[config.mk]
export PLATFORM = sky130hd
export DESIGN_NAME = time_signal_frame_with_weather_cipher_core
export DESIGN_NICKNAME = d
export VERILOG_FILES = /design/src/hw/rtl/tsfwc_pkg.sv /design/src/hw/rtl/time_signal_frame_with_weather_cipher_core.sv
export SDC_FILE = /design/constraint.sdc
export NUM_CORES = 2
export LEC_CHECK = 0
export BUFFER_PORTS_ARGS = -buffer_cell sky130_fd_sc_hd__buf_2
export CAP_MARGIN = 25
export CELL_PAD_IN_SITES_DETAIL_PLACEMENT = 0
export CELL_PAD_IN_SITES_GLOBAL_PLACEMENT = 1
export CORE_MARGIN = 10
export CORE_UTILIZATION = 47
export CTS_CLUSTER_SIZE = 25
export DETAILED_ROUTE_END_ITERATION = 6
export GPL_TIMING_DRIVEN = 1
export PLACE_DENSITY = 0.83
export SETUP_SLACK_MARGIN = 0.05
export SYNTH_ARGS = -nofsm -noshare
export SYNTH_HDL_FRONTEND = slang
export SYNTH_SLANG_ARGS = --single-unit
[constraint.sdc]
create_clock -name clk -period 9.72 [get_ports clk]
set_clock_uncertainty 0.05 [all_clocks]
set_input_delay 0.486 -clock clk [delete_from_list [all_inputs] [get_ports clk]]
set_output_delay 0.486 -clock clk [all_outputs]
set_load 0.05 [all_outputs]
[src/hw/rtl/tsfwc_pkg.sv]
// ----------------------------------------------------------------------------
// tsfwc_pkg: time-code frame with weather cipher, shared constants and functions
// Cipher tables, BCD and small-modulo helpers, Feistel round function.
// ----------------------------------------------------------------------------
package tsfwc_pkg;

  localparam int unsigned Rounds     = 16;
  localparam int unsigned FrameWidth = 59;
  localparam int unsigned HalfWidth  = 20;
  localparam int unsigned KeyWidth   = 40;
  localparam logic [23:0] WeatherReset = 24'd6512678;

  localparam logic [5:0] KEY_PICK [0:29] = '{
    6'd9, 6'd5, 6'd25, 6'd35, 6'd37, 6'd7, 6'd30, 6'd24, 6'd26, 6'd36, 6'd16, 6'd34,
    6'd22, 6'd4, 6'd21, 6'd19, 6'd14, 6'd38, 6'd17, 6'd20, 6'd15, 6'd6, 6'd12, 6'd10,
    6'd0, 6'd31, 6'd3, 6'd1, 6'd18, 6'd28
  };
  localparam logic [4:0] EXPAND_PICK [0:9] = '{
    5'd19, 5'd4, 5'd3, 5'd8, 5'd7, 5'd12, 5'd11, 5'd16, 5'd15, 5'd0
  };
  localparam logic [4:0] PERM_PICK [0:19] = '{
    5'd2, 5'd13, 5'd15, 5'd22, 5'd8, 5'd20, 5'd10, 5'd23, 5'd18, 5'd17,
    5'd3, 5'd9, 5'd14, 5'd1, 5'd12, 5'd19, 5'd11, 5'd21, 5'd16, 5'd0
  };

  localparam logic [7:0] SUB_A [0:63] = '{
    8'hBB, 8'h0E, 8'h22, 8'hC5, 8'h73, 8'hDF, 8'hF7, 8'h6D,
    8'h90, 8'hE9, 8'hA1, 8'h38, 8'h1C, 8'h84, 8'h4A, 8'h56,
    8'h64, 8'h8D, 8'h28, 8'h0B, 8'hD1, 8'hBA, 8'h93, 8'h52,
    8'h1C, 8'hC5, 8'hA7, 8'hF0, 8'hE9, 8'h7F, 8'h36, 8'h4E,
    8'hC1, 8'h77, 8'h3D, 8'hB3, 8'hAA, 8'hE0, 8'h0C, 8'h6F,
    8'h14, 8'h88, 8'hF6, 8'h2B, 8'hD2, 8'h99, 8'h5E, 8'h45,
    8'h1F, 8'h70, 8'h96, 8'hD3, 8'hB3, 8'h0B, 8'hFC, 8'hEE,
    8'h81, 8'h42, 8'hCA, 8'h34, 8'hA5, 8'h58, 8'h29, 8'h67
  };
  localparam logic [7:0] SUB_B [0:63] = '{
    8'hAB, 8'h3D, 8'hFC, 8'h74, 8'h65, 8'hE6, 8'h0E, 8'h4F,
    8'h97, 8'h11, 8'hD8, 8'h59, 8'h83, 8'hC2, 8'hBA, 8'h20,
    8'hC5, 8'h1B, 8'hD2, 8'h58, 8'h49, 8'h37, 8'h01, 8'h7D,
    8'h93, 8'hFA, 8'hE0, 8'h2F, 8'h66, 8'hB4, 8'hAC, 8'h8E,
    8'hB7, 8'hCC, 8'h43, 8'hFF, 8'h58, 8'h66, 8'hEB, 8'h35,
    8'h82, 8'h2A, 8'h99, 8'hDD, 8'h00, 8'h71, 8'h14, 8'hAE,
    8'h4E, 8'hB1, 8'hF7, 8'h70, 8'h18, 8'h52, 8'hAA, 8'h9F,
    8'hD5, 8'h6B, 8'hCC, 8'h3D, 8'h04, 8'h83, 8'hE9, 8'h26
  };
  localparam logic [7:0] SUB_C [0:63] = '{
    8'h0A, 8'h02, 8'h00, 8'h0F, 8'h06, 8'h07, 8'h0D, 8'h08,
    8'h03, 8'h0C, 8'h0B, 8'h05, 8'h09, 8'h01, 8'h04, 8'h0E,
    8'h02, 8'h09, 8'h05, 8'h0D, 8'h0C, 8'h0E, 8'h0F, 8'h08,
    8'h06, 8'h07, 8'h0B, 8'h01, 8'h00, 8'h0A, 8'h04, 8'h03,
    8'h08, 8'h00, 8'h0D, 8'h0F, 8'h01, 8'h0C, 8'h03, 8'h06,
    8'h0B, 8'h04, 8'h09, 8'h05, 8'h0A, 8'h07, 8'h02, 8'h0E,
    8'h03, 8'h0D, 8'h00, 8'h0C, 8'h09, 8'h06, 8'h0F, 8'h0B,
    8'h01, 8'h0E, 8'h08, 8'h0A, 8'h02, 8'h07, 8'h04, 8'h05
  };

  function automatic logic [7:0] bcd8(input logic [7:0] v);
    logic [15:0] prod;
    logic [4:0]  tens;
    logic [7:0]  units;
    prod  = 16'(v) * 16'd205;
    tens  = prod[15:11];
    units = v - (8'(tens) * 8'd10);
    return {tens[3:0], units[3:0]};
  endfunction

  function automatic logic [1:0] mod3(input logic [5:0] v);
    logic [12:0] prod;
    logic [5:0]  q;
    logic [5:0]  r;
    prod = 13'(v) * 13'd43;
    q    = 6'(prod >> 7);
    r    = v - 6'(q * 6'd3);
    return r[1:0];
  endfunction

  function automatic logic [6:0] mod100(input logic [7:0] v);
    logic [15:0] prod;
    logic [7:0]  r;
    prod = 16'(v) * 16'd41;
    r    = v - 8'(prod[13:12] * 8'd100);
    return r[6:0];
  endfunction

  function automatic logic [KeyWidth-1:0] key_rot(input logic [KeyWidth-1:0] k);
    logic [7:0]  hi;
    logic [31:0] lo;
    logic        t;
    hi = k[39:32];
    lo = k[31:0];
    t  = hi[7];
    hi = {hi[6:0], lo[31]};
    lo = {lo[30:0], 1'b0};
    if (lo[20]) begin
      lo[0] = 1'b1;
    end
    lo[20] = t;
    return {hi, lo};
  endfunction

  function automatic logic [23:0] sbox_f(input logic [29:0] ain);
    logic [31:0] a;
    logic [31:0] f;
    logic [7:0]  h;
    logic [7:0]  t;
    logic [7:0]  b;
    a = {2'b00, ain};
    f = '0;
    h = a[31:24];
    a[31:24] = a[23:16];
    for (int i = 5; i > 0; i--) begin
      if ((i % 2) == 0) begin
        a[7:0] = {a[3:0], a[7:4]};
      end
      a[27:24] = 4'h0;
      t = {a[31:28], a[3:0]};
      case (i)
        5, 4:    t = SUB_A[t[5:0]];
        3, 2:    t = SUB_B[t[5:0]];
        default: t = SUB_C[t[5:0]];
      endcase
      if ((i % 2) == 1) begin
        f[7:0] = {4'h0, t[3:0]};
      end else begin
        f[7:0] = f[7:0] | {t[7:4], 4'h0};
        b = a[31:24];
        a = {b, a[31:8]};
        f = f << 8;
      end
      for (int r = 0; r < 2; r++) begin
        a[31:24] = {h[0], a[31:25]};
        h = h >> 1;
      end
    end
    return f[23:0];
  endfunction

  function automatic logic [HalfWidth-1:0] round_f(input logic [HalfWidth-1:0] left,
                                                   input logic [KeyWidth-1:0] key);
    logic [29:0] ex;
    logic [29:0] kc;
    logic [23:0] f;
    logic [19:0] p;
    ex = {10'b0, left};
    for (int n = 0; n < 10; n++) begin
      ex[20+n] = left[EXPAND_PICK[n]];
    end
    for (int n = 0; n < 30; n++) begin
      kc[n] = key[KEY_PICK[n]];
    end
    f = sbox_f(kc ^ ex);
    for (int n = 0; n < 20; n++) begin
      p[n] = f[PERM_PICK[n]];
    end
    return p;
  endfunction

endpackage

[src/hw/rtl/time_signal_frame_with_weather_cipher_core.sv]
// ----------------------------------------------------------------------------
// time_signal_frame_with_weather_cipher_core
// Builds the 59-bit time-code frame of one minute with an encrypted weather slice.
//
//  channel   dir  fields (lsb first)
//  s_axis    in   minute 6, hour 5, day 5, weekday 3, month 4, year 8, summer 1
//  m_axis    out  frame_bits 59
//  weather   in   weather_data 24, written when weather_data_we is high
//
// 18 register stages: one setup stage (BCD, key, parity), one stage per cipher
// round, one output stage. One item per cycle sustained while m_axis_tready
// stays high.
// Each stage advances when empty or when the next one advances; bubbles collapse.
// rst clears all valid bits and loads weather_reg with its default word.
// ----------------------------------------------------------------------------
module time_signal_frame_with_weather_cipher_core
  import tsfwc_pkg::*;
(
  input  logic        clk,
  input  logic        rst,
  input  logic        weather_data_we,
  input  logic [23:0] weather_data,
  input  logic        s_axis_tvalid,
  output logic        s_axis_tready,
  // minute[5:0] hour[10:6] day[15:11] weekday[18:16] month[22:19] year[30:23] summer[31]
  input  logic [31:0] s_axis_tdata,
  output logic        m_axis_tvalid,
  input  logic        m_axis_tready,
  // frame_bits[58:0], zero padding above
  output logic [63:0] m_axis_tdata
);

  localparam int unsigned Last = Rounds + 1;

  logic [23:0] weather_reg;

  logic              vld   [0:Last];
  logic              rdy   [0:Last];
  logic [19:0]       left  [0:Rounds];
  logic [19:0]       right [0:Rounds];
  logic [KeyWidth-1:0] key [0:Rounds];
  logic [FrameWidth-1:0] base [0:Rounds];
  logic [1:0]        sec   [0:Rounds];
  logic [FrameWidth-1:0] frame;

  logic [5:0] mi;
  logic [4:0] hr, dy;
  logic [2:0] wd, dow;
  logic [3:0] mo;
  logic [7:0] yr;
  logic       st;
  logic [1:0] sec_in;
  logic [7:0] dow_bcd;
  logic [7:0] mon_key_bcd;
  logic [KeyWidth-1:0] key_in;
  logic [63:0] fb;
  logic [39:0] cipher;
  logic [41:0] spread;
  logic [13:0] slice;

  always_ff @(posedge clk) begin
    if (rst) begin
      weather_reg <= WeatherReset;
    end else if (weather_data_we) begin
      weather_reg <= weather_data;
    end
  end

  always_comb begin
    rdy[Last] = !vld[Last] || m_axis_tready;
    for (int k = Last - 1; k >= 0; k--) begin
      rdy[k] = !vld[k] || rdy[k+1];
    end
  end

  assign s_axis_tready = rdy[0];

  always_comb begin
    mi  = s_axis_tdata[5:0];
    hr  = s_axis_tdata[10:6];
    dy  = s_axis_tdata[15:11];
    wd  = s_axis_tdata[18:16];
    mo  = s_axis_tdata[22:19];
    yr  = s_axis_tdata[30:23];
    st  = s_axis_tdata[31];
    dow = (wd == 3'd0) ? 3'd7 : wd;
    sec_in = mod3(mi);
    dow_bcd = bcd8({5'b0, dow});
    mon_key_bcd = bcd8({4'b0, mo} - 8'd1);
    key_in = {bcd8(yr), dow_bcd[2:0], mon_key_bcd[4:0],
              bcd8({3'b0, dy}), bcd8({3'b0, hr}),
              bcd8(8'({2'b0, mi}) + 8'd2 - 8'({6'b0, sec_in}))};
    fb = '0;
    fb[17] = st;
    fb[18] = !st;
    fb[20] = 1'b1;
    fb = fb | (64'(bcd8({2'b0, mi})) << 21);
    fb = fb | (64'(bcd8({3'b0, hr})) << 29);
    fb = fb | (64'(bcd8({3'b0, dy})) << 36);
    fb = fb | (64'(dow_bcd) << 42);
    fb = fb | (64'(bcd8({4'b0, mo})) << 45);
    fb = fb | (64'(bcd8({1'b0, mod100(yr)})) << 50);
    fb[28] = fb[28] | (^fb[27:21]);
    fb[35] = fb[35] | (^fb[34:29]);
    fb[58] = fb[58] | (^fb[57:36]);
  end

  always_ff @(posedge clk) begin
    if (rst) begin
      vld[0] <= 1'b0;
    end else if (rdy[0]) begin
      vld[0] <= s_axis_tvalid;
    end
  end

  always_ff @(posedge clk) begin
    if (rdy[0]) begin
      left[0]  <= {4'h2, 8'h50, 4'h1, weather_reg[23:20]};
      right[0] <= weather_reg[19:0];
      key[0]   <= key_in;
      base[0]  <= fb[FrameWidth-1:0];
      sec[0]   <= sec_in;
    end
  end

  for (genvar k = 1; k <= Rounds; k++) begin : g_round
    logic [KeyWidth-1:0] key_once;
    logic [KeyWidth-1:0] key_next;

    always_comb begin
      key_once = key_rot(key[k-1]);
      if (k == 3 || k == 7 || k == 8 || k == 16) begin
        key_next = key_rot(key_once);
      end else begin
        key_next = key_once;
      end
    end

    always_ff @(posedge clk) begin
      if (rst) begin
        vld[k] <= 1'b0;
      end else if (rdy[k]) begin
        vld[k] <= vld[k-1];
      end
    end

    always_ff @(posedge clk) begin
      if (rdy[k]) begin
        left[k]  <= round_f(left[k-1], key[k-1]) ^ right[k-1];
        right[k] <= left[k-1];
        key[k]   <= key_next;
        base[k]  <= base[k-1];
        sec[k]   <= sec[k-1];
      end
    end
  end

  always_comb begin
    cipher = {right[Rounds], left[Rounds]};
    spread = {cipher[39:6], 1'b0, cipher[5:0], 1'b0};
    case (sec[Rounds])
      2'd0:    slice = spread[13:0];
      2'd1:    slice = spread[27:14];
      2'd2:    slice = spread[41:28];
      default: slice = '0;
    endcase
  end

  always_ff @(posedge clk) begin
    if (rst) begin
      vld[Last] <= 1'b0;
    end else if (rdy[Last]) begin
      vld[Last] <= vld[Rounds];
    end
  end

  always_ff @(posedge clk) begin
    if (rdy[Last]) begin
      frame <= base[Rounds] | {44'b0, slice, 1'b0};
    end
  end

  assign m_axis_tvalid = vld[Last];
  assign m_axis_tdata  = {5'b0, frame};

  a_start_bit: assert property (@(posedge clk) disable iff (rst)
    m_axis_tvalid |-> m_axis_tdata[20])
    else $error("start bit missing");

  a_dst_flags: assert property (@(posedge clk) disable iff (rst)
    m_axis_tvalid |-> (m_axis_tdata[17] != m_axis_tdata[18]))
    else $error("summer/winter flags not complementary");

  a_zero_bits: assert property (@(posedge clk) disable iff (rst)
    m_axis_tvalid |-> (m_axis_tdata[0] == 1'b0 && m_axis_tdata[15] == 1'b0 &&
                       m_axis_tdata[16] == 1'b0 && m_axis_tdata[19] == 1'b0))
    else $error("reserved frame bits set");

  a_accept_fills: assert property (@(posedge clk) disable iff (rst)
    (s_axis_tvalid && s_axis_tready) |=> vld[0])
    else $error("accepted item lost at entry stage");

endmodule

* Word-level counts from Yosys, hierarchy flattened
Memory sizes are Yosys's and may differ from the RTL's.
Cells that the tools add are included.
** Storage, ports and cells
- Output and inout bits :: 66
- Bits in registers :: 83
- Memory bits (writable) :: 2415
- Bits in latches :: 0
- Memories kept :: 86
- Memory bits (read-only) :: 40960
** Memories
- base :: depth 17, bits a word 59, read ports 17, clocked after Yosys merged registers in 0, write ports 17, line time_signal_frame_with_weather_cipher_core.sv:42 : logic [FrameWidth-1:0] base [0:Rounds];
- key :: depth 17, bits a word 40, read ports 16, clocked after Yosys merged registers in 0, write ports 17, line time_signal_frame_with_weather_cipher_core.sv:41 : logic [KeyWidth-1:0] key [0:Rounds];
- (no name shown) :: depth 64, bits a word 8, read ports 1, clocked after Yosys merged registers in 0, write ports 0, line tsfwc_pkg.sv:120 : default: t = SUB_C[t[5:0]];
- (no name shown) :: depth 64, bits a word 8, read ports 1, clocked after Yosys merged registers in 0, write ports 0, line tsfwc_pkg.sv:119 : 3, 2: t = SUB_B[t[5:0]];
- (no name shown) :: depth 64, bits a word 8, read ports 1, clocked after Yosys merged registers in 0, write ports 0, line tsfwc_pkg.sv:119
- (no name shown) :: depth 64, bits a word 8, read ports 1, clocked after Yosys merged registers in 0, write ports 0, line tsfwc_pkg.sv:119
- +80 memories
** Operators by class
- Magnitude comparators :: 80
- Add/subtract/negate cells :: 13
- Equality and inequality tests :: 2
- Multiply operators :: 20
- Reduce and logical (&&, ||, !) cells :: 42
- Mux-type cells :: 465
- Shift operators :: 0
- Divide/modulo/power cells :: 0
- Bitwise gates (word level) :: 172
** Operator list (count)
- 32-bit 2-to-1 mux :: 64
- 8-bit 2-to-1 mux :: 128
- 4-bit 2-to-1 mux :: 144
- 7-bit greater-or-equal comparator, second input constant :: 80
- 6-bit NOT with 7-bit output :: 80
- 30-bit bitwise XOR :: 16
- 20-bit bitwise XOR :: 16
- 16-bit 2-to-1 mux :: 16
- 8-bit bitwise OR :: 32
- 1-bit 2-to-1 mux :: 111
- 59-bit by 15-bit bitwise OR with 59-bit output :: 1
- 50-bit by 58-bit bitwise OR with 58-bit output :: 1
- 45-bit by 50-bit bitwise OR with 50-bit output :: 1
- 8-bit by 8-bit multiplier with 16-bit output, second input constant :: 3
- 42-bit by 45-bit bitwise OR with 45-bit output :: 1
- 35-bit by 42-bit bitwise OR with 42-bit output :: 1
- 14-bit case mux with 3 select lines :: 1
- 28-bit by 35-bit bitwise OR with 35-bit output :: 1
- 4-bit subtractor :: 8
- 21-bit by 28-bit bitwise OR with 28-bit output :: 1
- 5-bit by 8-bit multiplier with 13-bit output, second input constant :: 2
- 22-bit parity :: 1
- 1-bit bitwise OR :: 20
- 1-bit logical NOT :: 19
- other kinds (26) :: 46

* Logic depth before layout (Yosys ltp)
An unclocked memory read counts as a cell.
- Depth after elaboration :: 31
- Gate-level depth with buffers :: 45
- Mapped depth without buffers :: 45

* Worst setup path after synthesis
No wires, ideal clock.
- Kind :: input -> register
- Start :: in s_axis_tdata[24]
- End :: mem base[0][58], data pin
- Slack :: -0.529 ns
- Stages on the path :: 43
- Arrival :: 9.932 ns
- Data required time :: 9.402 ns
- Setup time :: 0.268 ns
- Path through :: ha_1 > inv_1 > fa_1 > inv_1 > ha_1 > ha_1 > nand4_1 > o21bai_1 > a21o_1 > a2111oi_2 > o21bai_1 > xor2_1 > ha_1 > fa_1 > nand2b_1 > a21oi_1 > xnor2_1 > o311ai_0 > [7 not listed] > inv_1 > ha_1 > or3_1 > a41o_1 > a31oi_2 > o21bai_1 > a21oi_1 > xnor2_1 > ha_1 > inv_1 > fa_1 > xnor2_1 > xnor2_1 > xnor2_1 > xnor2_1 > xnor2_1 > xnor2_1 > xnor3_1
** RTL lines
- start: declaration :: line time_signal_frame_with_weather_cipher_core.sv:26 : input logic [31:0] s_axis_tdata,
- end: declaration :: line time_signal_frame_with_weather_cipher_core.sv:42

==> results.yml <==
placed_design:
  io_buffers: 116
  dp_cells: 13100
  place.gp.congestion: 0.921
  dpl.hpwl_mm: 206
  place_ws_ns: -0.694
floorplanning:
  die_h_um: 504
  core.rowCount: 177
  coreArea_um2: 233000
  ios: 127
  die_area_um2: 254000
  initial_core_util: 0.473
  fp.dieW_um: 504
outcome:
  status: "finished, final reports clean"
synthesis:
  netlist_instances: 10100
  ys_async_sr_fraction: 0
  ys_seq_area_frac: 0.482
  syn_avg_cell_area_um2: 10.9
  synth_edf_count: 1749
  synth_flop_cell: "edfxtp_1"
  netlist_area_um2: 110000
  synth_warnings: 0
  ys_types: 85
  ys_ff_latch: 1773
drt:
  viasPerCell: 5.99
  drtIter0Drc: 9347
  ant_nets: 0
  drc: 0
  num_vias: 81100
  routed_wl_mm: 282
  wl_per_cell_um: 20.8
  dr.pass1.iters: 7
clock_network:
  h-tree-depth: 4
  clock_sinks: 1773
  path_clk_slew_ns: 0.06
  clkLatencyLatePin_ns: 0.85
  cts_buffers: 183
  cts-root-buf: "clkbuf_16"
  cts_tree: "built"
  cts.path.max_buffers: 3
setup_path:
  r2r_cells: 11
  end_kind: "flip-flop"
  critPathRequiredTime_ns: 10.19
  critPathArrivalTime_ns: 9.87
  critPathMostFrequentCell: "xnor2_1"
  reg2reg_from: "vld[8][1]"
  r2r_end: "base[0][44]"
  worstSetupPathType: "input port to flip-flop"
  cp-start-kind: "input port"
  path_max_fanout: 8
  crit_path_top_delay_cell: "fa_2"
  rrSetupSlack_ns: 4.49
  critPathMaxStageDelay_ns: 0.59
cells_and_area:
  final_cell_mix: "1749 x edfxtp_1, 910 x nand2_1, 845 x ha_1"
  reg.largest.list: "base x602, key x393"
  fin_util: 0.524
  final_cell_count_no_fill: 13500
  regMostFlops: "base"
  layout_commonest_cell: "edfxtp_1"
  final_nets: 11200
  largest_register_ff_count: 602
  synthToLayoutAreaGrowth_pct: 10.8
  layout-drive-gt1-share: 0.0888
timing:
  rsz0062_at_grt: "true"
  worst_pin_slew_ns: 1.19
  report.final.slew_viol_count: 0
  timing.final.ws_setup_ns: 0.316
  fmax_mhz: 106
  maxSlewHeadroom: 0.206
  fin_crit_ns: 9.40
  hold_viol: 0
  tns_ns: 0
  setup_violations: 0
  fin_crit_sh: 0.967
min_path:
  whs_path_depth: 2
  min_from: "s_axis_tdata[23]"
  hold_path_end: "base[0][50]"
  hp-class: "input port to flip-flop"
flow_run:
  cap_violations: 0
grt:
  grt_pass1_vias: 75700
  grt_pass1_wl_mm: 437
  grt_usage: 0.210
  grt_max_degree: 82
  antenna_found_initial: 8
  grt-ovfl-total: 0
## what timing repair did
item / CTS / global route
hold buffers: 35 / 0
setup endpoints to repair: 0 / 2
gates resized for setup: 0 / 31
setup buffers: 0 / 3
hold endpoints to repair: 36 / 0
## Yosys cell counts (15+ instances only)
library cell / instances / share of area
a2111oi_0: 26 / 0.0021
a211o_1: 25 / 0.0020
a211oi_1: 250 / 0.017
a21o_1: 22 / 0.0015
a21oi_1: 610 / 0.028
a221oi_1: 41 / 0.0033
a22oi_1: 35 / 0.0024
a311oi_1: 92 / 0.0073
a31oi_1: 192 / 0.011
a32oi_1: 15 / 0.0012
and3_1: 27 / 0.0015
clkbuf_1: 431 / 0.015
clkinv_1: 21 / 0.00072
dfxtp_1: 24 / 0.0044
edfxtp_1: 1749 / 0.48
fa_1: 59 / 0.011
ha_1: 854 / 0.097
inv_1: 437 / 0.015
mux2i_1: 74 / 0.0067
mux4_2: 141 / 0.029
nand2_1: 916 / 0.031
nand2b_1: 28 / 0.0016
nand3_1: 229 / 0.010
nand3b_1: 17 / 0.0012
nand4_1: 19 / 0.0011
nor2_1: 741 / 0.025
nor2b_1: 28 / 0.0016
nor3_1: 178 / 0.0081
o2111ai_1: 39 / 0.0031
o211ai_1: 265 / 0.018
o21a_1: 17 / 0.0012
o21ai_0: 829 / 0.038
o21bai_1: 15 / 0.0010
o221ai_1: 66 / 0.0053
o22ai_1: 80 / 0.0045
o311ai_0: 97 / 0.0077
o31ai_1: 54 / 0.0037
or3_1: 17 / 0.00097
xnor2_1: 557 / 0.044
xor2_1: 516 / 0.041
## area by class of cell
cell class / instances / area, um2
Tap cell: 3132 / 3920
Inverter: 460 / 1740
Timing Repair Buffer: 445 / 3190
Clock buffer: 208 / 4670
Antenna cell: 4 / 10.0
Fill cell: 19700 / 111000
Clock inverter: 133 / 1530
Multi-Input combinational cell: 7384 / 53900
Sequential cell: 1773 / 53000
## through the flow
stage / hold slack, ns / instance area (um2)
after floorplan: 0.350 / 110000
final: 0.0984 / 122000
after global placement: 0.350 / 115000
after detailed placement: 0.355 / 115000
after CTS: 0.0220 / 121000
after global routing: 0.0767 / 122000
## logic make-up (layout without fill, tap and decap cells)
kind of cell | after synthesis | in the layout | synth area share
compound gates | 2899 | 2899 | 0.169
simple gates | 2260 | 2260 | 0.0870
flops | 1773 | 1773 | 0.482
xor+xnor | 1079 | 1079 | 0.0866
buf+inv | 922 | 1246 | 0.0319
fa+ha+maj | 914 | 914 | 0.108
mux | 222 | 222 | 0.0363
other cells | 2 | 14 | 0.0000682
## layer usage
layer,global-route usage,up-vias,share of wire
met4,0.0824,2,0.044
met5,0,-,0.000043
met1,0.282,39000,0.42
li1,-,38100,-
met3,0.0265,549,0.064
met2,0.348,3375,0.48
## worst max path at each step
stage,from,to,cells after the start
2_1_floorplan,s_axis_tdata[24],base[0][58],43
3_3_place_gp,s_axis_tdata[24],base[0][58],45
3_5_place_dp,s_axis_tdata[24],base[0][58],45
4_1_cts,s_axis_tdata[24],base[0][58],45
5_1_grt,s_axis_tdata[24],base[0][58],45
6_report,s_axis_tdata[24],base[0][58],45
## worst max-delay path, delay by kind of cell
family | cells | cell delay [ns]
and+or+nand+nor | 5 | 1.15
adders and majority gates | 13 | 4.38
xor gates and xnor gates | 10 | 1.67
buffers and inverters | 6 | 0.31
AOI/OAI and AO/OA | 11 | 1.82
Power is not shown: default switching activity piles up to over one toggle a cycle in this logic, so the estimate is an artifact.
